$ cat src/hw/rtl/odr_pkg.sv
// ----------------------------------------------------------------------------
// odr_pkg
// Shared types, constants and the quarter-wave sine table for the
// dead-reckoning odometry integrator.
// ----------------------------------------------------------------------------
`default_nettype none

package odr_pkg;

  // Field widths
  localparam int POS_W   = 48;  // position, 16 fraction bits
  localparam int CNT_W   = 32;  // encoder count
  localparam int HD_W    = 16;  // heading, centidegrees
  localparam int PITCH_W = 15;  // pitch, centidegrees, signed
  localparam int DPC_W   = 32;  // distance per count, 2^-32 units
  localparam int CMD_W   = 2;

  localparam logic [DPC_W-1:0] DPC_RESET = 32'd1030718;

  // Quarter-wave sine table: SIN_DEPTH+1 entries, Q1.15, values 0..32768
  localparam int SIN_DEPTH = 1024;
  localparam int SIN_W     = 16;
  localparam int TRIG_W    = SIN_W + 1;  // signed trig value
  localparam int ADDR_W    = $clog2(SIN_DEPTH + 1);

  // Angle arithmetic in centidegrees
  localparam int ANG_W     = 16;
  localparam int ANG_QUAD  = 9000;
  localparam int ANG_HALF  = 18000;
  localparam int ANG_3Q    = 27000;
  localparam int ANG_FULL  = 36000;
  localparam int IDX_RND   = ANG_QUAD / 2;
  localparam int QR_W      = $clog2(ANG_QUAD);

  // Index numerator r*SIN_DEPTH + IDX_RND, divided by ANG_QUAD through a
  // reciprocal multiply followed by a one-step correction.
  localparam int V_W       = $clog2((ANG_QUAD - 1) * SIN_DEPTH + IDX_RND + 1);
  localparam int RECIP_SH  = V_W;
  localparam longint unsigned RECIP_M = (64'd1 << RECIP_SH) / ANG_QUAD;
  localparam int RECIP_W   = $clog2(RECIP_M + 1);
  localparam int QPROD_W   = V_W + RECIP_W;

  // Table construction constants
  localparam longint unsigned PI_Q30 = 64'd3373259426;
  localparam int TAYLOR_N = 12;
  localparam longint unsigned TAYLOR_DIV [TAYLOR_N] =
    '{64'd6, 64'd20, 64'd42, 64'd72, 64'd110, 64'd156,
      64'd210, 64'd272, 64'd342, 64'd420, 64'd506, 64'd600};
  localparam longint unsigned TAB_DEN = 2 * SIN_DEPTH;

  typedef logic [SIN_DEPTH:0][SIN_W-1:0] sin_tab_t;

  // Integer Taylor series for sin(k * 90deg / SIN_DEPTH), rounded to Q1.15
  function automatic sin_tab_t build_sin_tab();
    sin_tab_t           tab;
    logic [63:0]        x;
    logic [63:0]        x2;
    logic [63:0]        term;
    logic signed [63:0] sum;
    logic signed [63:0] v;
    for (int k = 0; k <= SIN_DEPTH; k++) begin
      x    = (64'(k) * PI_Q30) / TAB_DEN;
      x2   = (x * x) >> 30;
      term = x;
      sum  = signed'(x);
      for (int n = 1; n <= TAYLOR_N; n++) begin
        term = ((term * x2) >> 30) / TAYLOR_DIV[n-1];
        if ((n & 1) != 0) begin
          sum = sum - signed'(term);
        end else begin
          sum = sum + signed'(term);
        end
      end
      if (sum < 0) begin
        sum = 0;
      end
      v = (sum + 64'sd16384) >>> 15;
      if (v > 64'sd32768) begin
        v = 64'sd32768;
      end
      tab[k] = v[SIN_W-1:0];
    end
    return tab;
  endfunction

  localparam sin_tab_t SIN_TAB = build_sin_tab();

  // Input command codes
  typedef enum logic [CMD_W-1:0] {
    CMD_SAMPLE = 2'd0,
    CMD_SET_X  = 2'd1,
    CMD_SET_Y  = 2'd2,
    CMD_NOP    = 2'd3
  } cmd_code_e;

  // Which angle travels through the trig pipeline
  typedef enum logic [1:0] {
    TS_NONE,
    TS_PITCH,
    TS_SIN_H,
    TS_COS_H
  } trig_sel_e;

  typedef enum logic [3:0] {
    ST_FILL,
    ST_IDLE,
    ST_DECODE,
    ST_ISS_P,
    ST_ISS_S,
    ST_ISS_C,
    ST_WAIT,
    ST_MUL,
    ST_RND,
    ST_UPD,
    ST_OUT
  } ctl_state_e;

  // Controller to datapath
  typedef struct packed {
    logic      fill_en;
    logic      ld_item;
    trig_sel_e trig_sel;
    logic      upd_en;
    logic      out_load;
  } dp_cmd_t;

  // Datapath to controller
  typedef struct packed {
    logic fill_done;
    logic is_sample;
    logic trig_done;
    logic out_free;
  } dp_sts_t;

endpackage

`default_nettype wire

$ cat src/hw/rtl/odr_ctrl.sv
// ----------------------------------------------------------------------------
// odr_ctrl
// Sequencer: table load after reset, word acceptance, trig issue order,
// multiply wait states, state commit and output handoff.
// ----------------------------------------------------------------------------
`default_nettype none

module odr_ctrl (
  input  logic              clk_i,
  input  logic              rst_ni,
  input  logic              in_valid_i,
  output logic              in_stall_o,
  input  odr_pkg::dp_sts_t  sts_i,
  output odr_pkg::dp_cmd_t  cmd_o
);
  import odr_pkg::*;

  ctl_state_e state_q, state_d;

  always_ff @(posedge clk_i or negedge rst_ni) begin
    if (!rst_ni) begin
      state_q <= ST_FILL;
    end else begin
      state_q <= state_d;
    end
  end

  // Next state
  always_comb begin
    state_d = state_q;
    case (state_q)
      ST_FILL:   if (sts_i.fill_done) state_d = ST_IDLE;
      ST_IDLE:   if (in_valid_i) state_d = ST_DECODE;
      ST_DECODE: state_d = sts_i.is_sample ? ST_ISS_P : ST_UPD;
      ST_ISS_P:  state_d = ST_ISS_S;
      ST_ISS_S:  state_d = ST_ISS_C;
      ST_ISS_C:  state_d = ST_WAIT;
      ST_WAIT:   if (sts_i.trig_done) state_d = ST_MUL;
      ST_MUL:    state_d = ST_RND;
      ST_RND:    state_d = ST_UPD;
      ST_UPD:    state_d = ST_OUT;
      ST_OUT:    if (sts_i.out_free) state_d = ST_IDLE;
      default:   state_d = ST_IDLE;
    endcase
  end

  // Outputs
  always_comb begin
    cmd_o.fill_en  = (state_q == ST_FILL);
    cmd_o.ld_item  = (state_q == ST_IDLE) && in_valid_i;
    cmd_o.upd_en   = (state_q == ST_UPD);
    cmd_o.out_load = (state_q == ST_OUT) && sts_i.out_free;
    case (state_q)
      ST_ISS_P: cmd_o.trig_sel = TS_PITCH;
      ST_ISS_S: cmd_o.trig_sel = TS_SIN_H;
      ST_ISS_C: cmd_o.trig_sel = TS_COS_H;
      default:  cmd_o.trig_sel = TS_NONE;
    endcase
  end

  assign in_stall_o = (state_q != ST_IDLE);

endmodule

`default_nettype wire
$ cat config.mk
export PLATFORM = sky130hd
export DESIGN_NAME = odr_ctrl
export DESIGN_NICKNAME = d
export VERILOG_FILES = /design/src/hw/rtl/odr_pkg.sv /design/src/hw/rtl/odr_ctrl.sv
export SDC_FILE = /design/constraint.sdc
export NUM_CORES = 1
export LEC_CHECK = 0
export BUFFER_PORTS_ARGS = -buffer_cell sky130_fd_sc_hd__buf_2
export CAP_MARGIN = 25
export CORE_AREA = 3 3 40 42
export DETAILED_ROUTE_END_ITERATION = 6
export DIE_AREA = 0 0 43 45
export HOLD_SLACK_MARGIN = 0.1
export SLEW_MARGIN = 20
export SYNTH_ARGS = -nofsm -noshare
export SYNTH_HDL_FRONTEND = slang
export SYNTH_SLANG_ARGS = --single-unit
$ cat constraint.sdc
create_clock -name clk_i -period 2.2 [get_ports clk_i]
set_clock_uncertainty 0.05 [all_clocks]
set_input_delay 0 -clock clk_i [delete_from_list [all_inputs] [get_ports clk_i]]
set_output_delay 0 -clock clk_i [all_outputs]
set_load 0.02 [all_outputs]
==> flow_metrics.env <==
export IMPL_wire_per_inst_microns=10.61
export IMPL_max_slew_margin=0.6916
export IMPL_die_x_microns=43
export IMPL_synth_ff_type="sky130_fd_sc_hd__dfrtp_1"
export IMPL_hold_path_cell_count=4
export IMPL_antenna_left=0
export IMPL_final_stage_net_count=66
export IMPL_power_density_mw_per_mm2=1403
export IMPL_clock_tree_htree_level_count=1
export IMPL_worstPathCellList="nand2b_2 -> o32a_1 -> o32ai_2 -> mux2_1"
export IMPL_area_fraction_of_the_dominant_cell_type_after_synthesis=0.3053
export IMPL_final_cell_mix="sky130_fd_sc_hd__buf_2, sky130_fd_sc_hd__nor2_1, sky130_fd_sc_hd__dfrtp_1"
export IMPL_global_route_hottest_layer="met2"
export IMPL_yosys_register_bits=4
export IMPL_highest_clock_frequency_the_design_can_meet_mhz=580.9
export IMPL_cp_arrival_ns=1.78
export IMPL_timing_hold_worst_start="sts_i[2]"
export IMPL_synth_fp_nets=48
export IMPL_syn2layout_area_growth_pct=37.40
export IMPL_cpLargestDelayFamily="flip-flops"
export IMPL_design_die_area_sq_mm=0.001935
export IMPL_rsz0062_at_grt="no"
export IMPL_synth_sequential_area_ratio=0.3053
export IMPL_max_slew_worst_pin_slew_ns=0.4626
export IMPL_worst_path_max_fanout=12
export IMPL_layout_top_registers="state_q (4)"
export IMPL_drive_above_1_share=0.3158
export IMPL_grt_use_met3=0.02789
export IMPL_endpoint_of_the_worst_hold_path="state_q[3]"
export IMPL_cp_start_kind="flop"
export IMPL_finalPower_w=0.0006319
export IMPL_ioPinCount=14
export IMPL_grt_overflow_total=0
export IMPL_detail_route_vias_per_cell=4.528
export IMPL_r2r_start="state_q[1]"
export IMPL_fillers=147
export IMPL_max_stage_delay_ns=0.48
export IMPL_first_global_vias=293
export IMPL_ff_latch_area_sq_um=100.1
export IMPL_grtUsageMet1=0.1149
export IMPL_mappedNetlistArea_sq_um=327.8
export IMPL_dpl_hpwl_microns=565.7
export IMPL_regMostFlops="state_q"
export IMPL_synth_edf_count=0
export IMPL_global_route_wire_length_before_repair_microns=1235
export IMPL_number_of_buffer_and_inverter_stages_on_the_critical_path=0
export IMPL_most_common_library_cell_in_the_layout_ignoring_fill_and_taps="sky130_fd_sc_hd__buf_2"
export IMPL_synth_cell_types=23
export IMPL_syn_instance_count=41
export IMPL_synth_area_leaders="sky130_fd_sc_hd__dfrtp_1, sky130_fd_sc_hd__nand2b_1, sky130_fd_sc_hd__o32ai_2"
export IMPL_totalNegativeSetupSlack_ns=0
export IMPL_grt_antenna_before_repair=0
export IMPL_layoutNonFillerInstCount=72
export IMPL_clock_tree_buffer_depth=2
export IMPL_clock_root_buffer="sky130_fd_sc_hd__clkbuf_4"
export IMPL_maxCapViolCount=0
export IMPL_multi_input_gate_area_in_the_final_layout_sq_um=206.4
export IMPL_placed_cells=66
export IMPL_placement_rows=13
export IMPL_period_minus_slack_ns=1.722
export IMPL_yosys_warnings=0
export IMPL_synthArstFlopShare=1.000
export IMPL_antennaDiodeCount=0
export IMPL_grt_use_met2=0.1228
export IMPL_buffer_ports_inserted=13
export IMPL_global_route_usage_total=0.08452
export IMPL_worst_skew_pair_late_latency_ns=0.23
export IMPL_final_hold_worst_slack_ns=0.1416
export IMPL_setup_worst_path_end_class="flop"
export IMPL_critical_path_required_ns=2.26
export IMPL_worstHoldPathType="in -> reg"
export IMPL_yosys_area_top_type="sky130_fd_sc_hd__dfrtp_1"
export IMPL_die_height_microns=45
export IMPL_layout_worst_path_cycle_share=0.7825
export IMPL_clkTransAtPathRegs_ns=0.04
export IMPL_avg_cell_area_syn_sq_um=7.995
export IMPL_wirelength_microns=764
export IMPL_timing_final_max_slew_violations=0
export IMPL_core_sq_mm=0.001285
export IMPL_setup_viol=0
export IMPL_crit_slowest_cell="sky130_fd_sc_hd__dfrtp_1"
export IMPL_report_final_hold_viol_count=0
export IMPL_clock_sink_count=4
export IMPL_initial_standard_cell_utilization_of_the_core=0.2551
export IMPL_grt_max_degree=16
export IMPL_cts_tree="done"
export IMPL_total_leakage_power_nw=0.2018
export IMPL_ir_worst_vdd_mv=0.4148
export IMPL_detailedRoute_firstIterationViolations=5
export IMPL_drcViolationCount=0
export IMPL_tritoncts_num_buffers=3
export IMPL_timing_reg2reg_worst_path_depth=4
export IMPL_largest_reg_flops=4
export IMPL_crit_type="reg -> reg"
export IMPL_gp_routability_congestion=0.6951
export IMPL_drt_first_pass_iters=4
export IMPL_r2r_setup_slack_ns=0.48
export IMPL_status="complete, no violations"
export IMPL_vias=326
export IMPL_rr_endpoint="state_q[1]"
## kinds of logic after synthesis
| family | count (synthesis) | synth area share |
|---|---|---|
| AOI/OAI and AO/OA | 9 | 0.2099 |
| xor gates and xnor gates | 2 | 0.05344 |
| buffers and inverters | 5 | 0.06488 |
| DFF | 4 | 0.3054 |
| muxes | 1 | 0.03435 |
| and+or+nand+nor | 20 | 0.3320 |
## worst max path at each step
stage	startpoint	end	slack [ns]	depth (start not counted)
2_1_floorplan	state_q[1]	state_q[1]	0.71	4
3_3_place_gp	state_q[1]	state_q[1]	0.51	4
3_5_place_dp	state_q[1]	state_q[1]	0.49	4
4_1_cts	state_q[1]	state_q[1]	0.48	4
5_1_grt	state_q[1]	state_q[1]	0.40	4
6_report	state_q[1]	state_q[1]	0.48	4
## where the power goes
part / leakage [nW] / total (W) / switching [W] / internal, W
registers: 0.0499 / 0.000210 / 0.000102 / 0.000108
clock network: 0.0138 / 0.0000887 / 0.0000278 / 0.0000609
logic: 0.138 / 0.000334 / 0.000177 / 0.000157
## cells in the mapped netlist (all sizes together), types with 2 or more instances
| cell type | count |
|---|---|
| and2 | 2 |
| buf | 2 |
| dfrtp | 4 |
| inv | 2 |
| nand2 | 3 |
| nand2b | 4 |
| nor2 | 4 |
| nor3 | 3 |
| nor3b | 2 |
| o21ai | 2 |
| o22ai | 2 |
| o32ai | 2 |
## metal layers
| metal | routed length, microns | vias to the layer above |
|---|---|---|
| met1 | 409 | 137 |
| met3 | 43 | 0 |
| li1 | - | 179 |
| met2 | 311 | 10 |
| met5 | 0 | - |
| met4 | 0 | 0 |
## worst register-to-register path: cells and delay by family, from the launching register on
family | cells | cell delay (ns)
muxes | 1 | 0.34
and+or+nand+nor | 1 | 0.25
AOI/OAI and AO/OA | 2 | 0.47
DFF | 1 | 0.48
## area by class of cell
| class | instances | area share |
|---|---|---|
| inverters | 2 | 0.01667 |
| flip-flops and latches | 4 | 0.2222 |
| repair buffers | 16 | 0.2111 |
| multi-input cells | 32 | 0.4583 |
| clock buffers | 3 | 0.05000 |
| well taps | 15 | 0.04167 |
## through the flow
| step | worst slack, ns | instance area, sq um | util |
|---|---|---|---|
| 3_3_place_gp | 0.5084 | 397.9 | 0.3096 |
| 6_report | 0.4784 | 450.4 | 0.3505 |
| 4_1_cts | 0.4791 | 450.4 | 0.3505 |
| 5_1_grt | 0.3961 | 450.4 | 0.3505 |
| 3_5_place_dp | 0.4854 | 397.9 | 0.3096 |
| 2_1_floorplan | 0.7114 | 327.8 | - |
## what timing repair did
item                                   CTS  global route
endpoints found under the hold margin    5             0
hold buffers                             3             0
buffers inserted                         0             0
gates resized for setup                  0             0
Power figures use the tool's default switching activity.
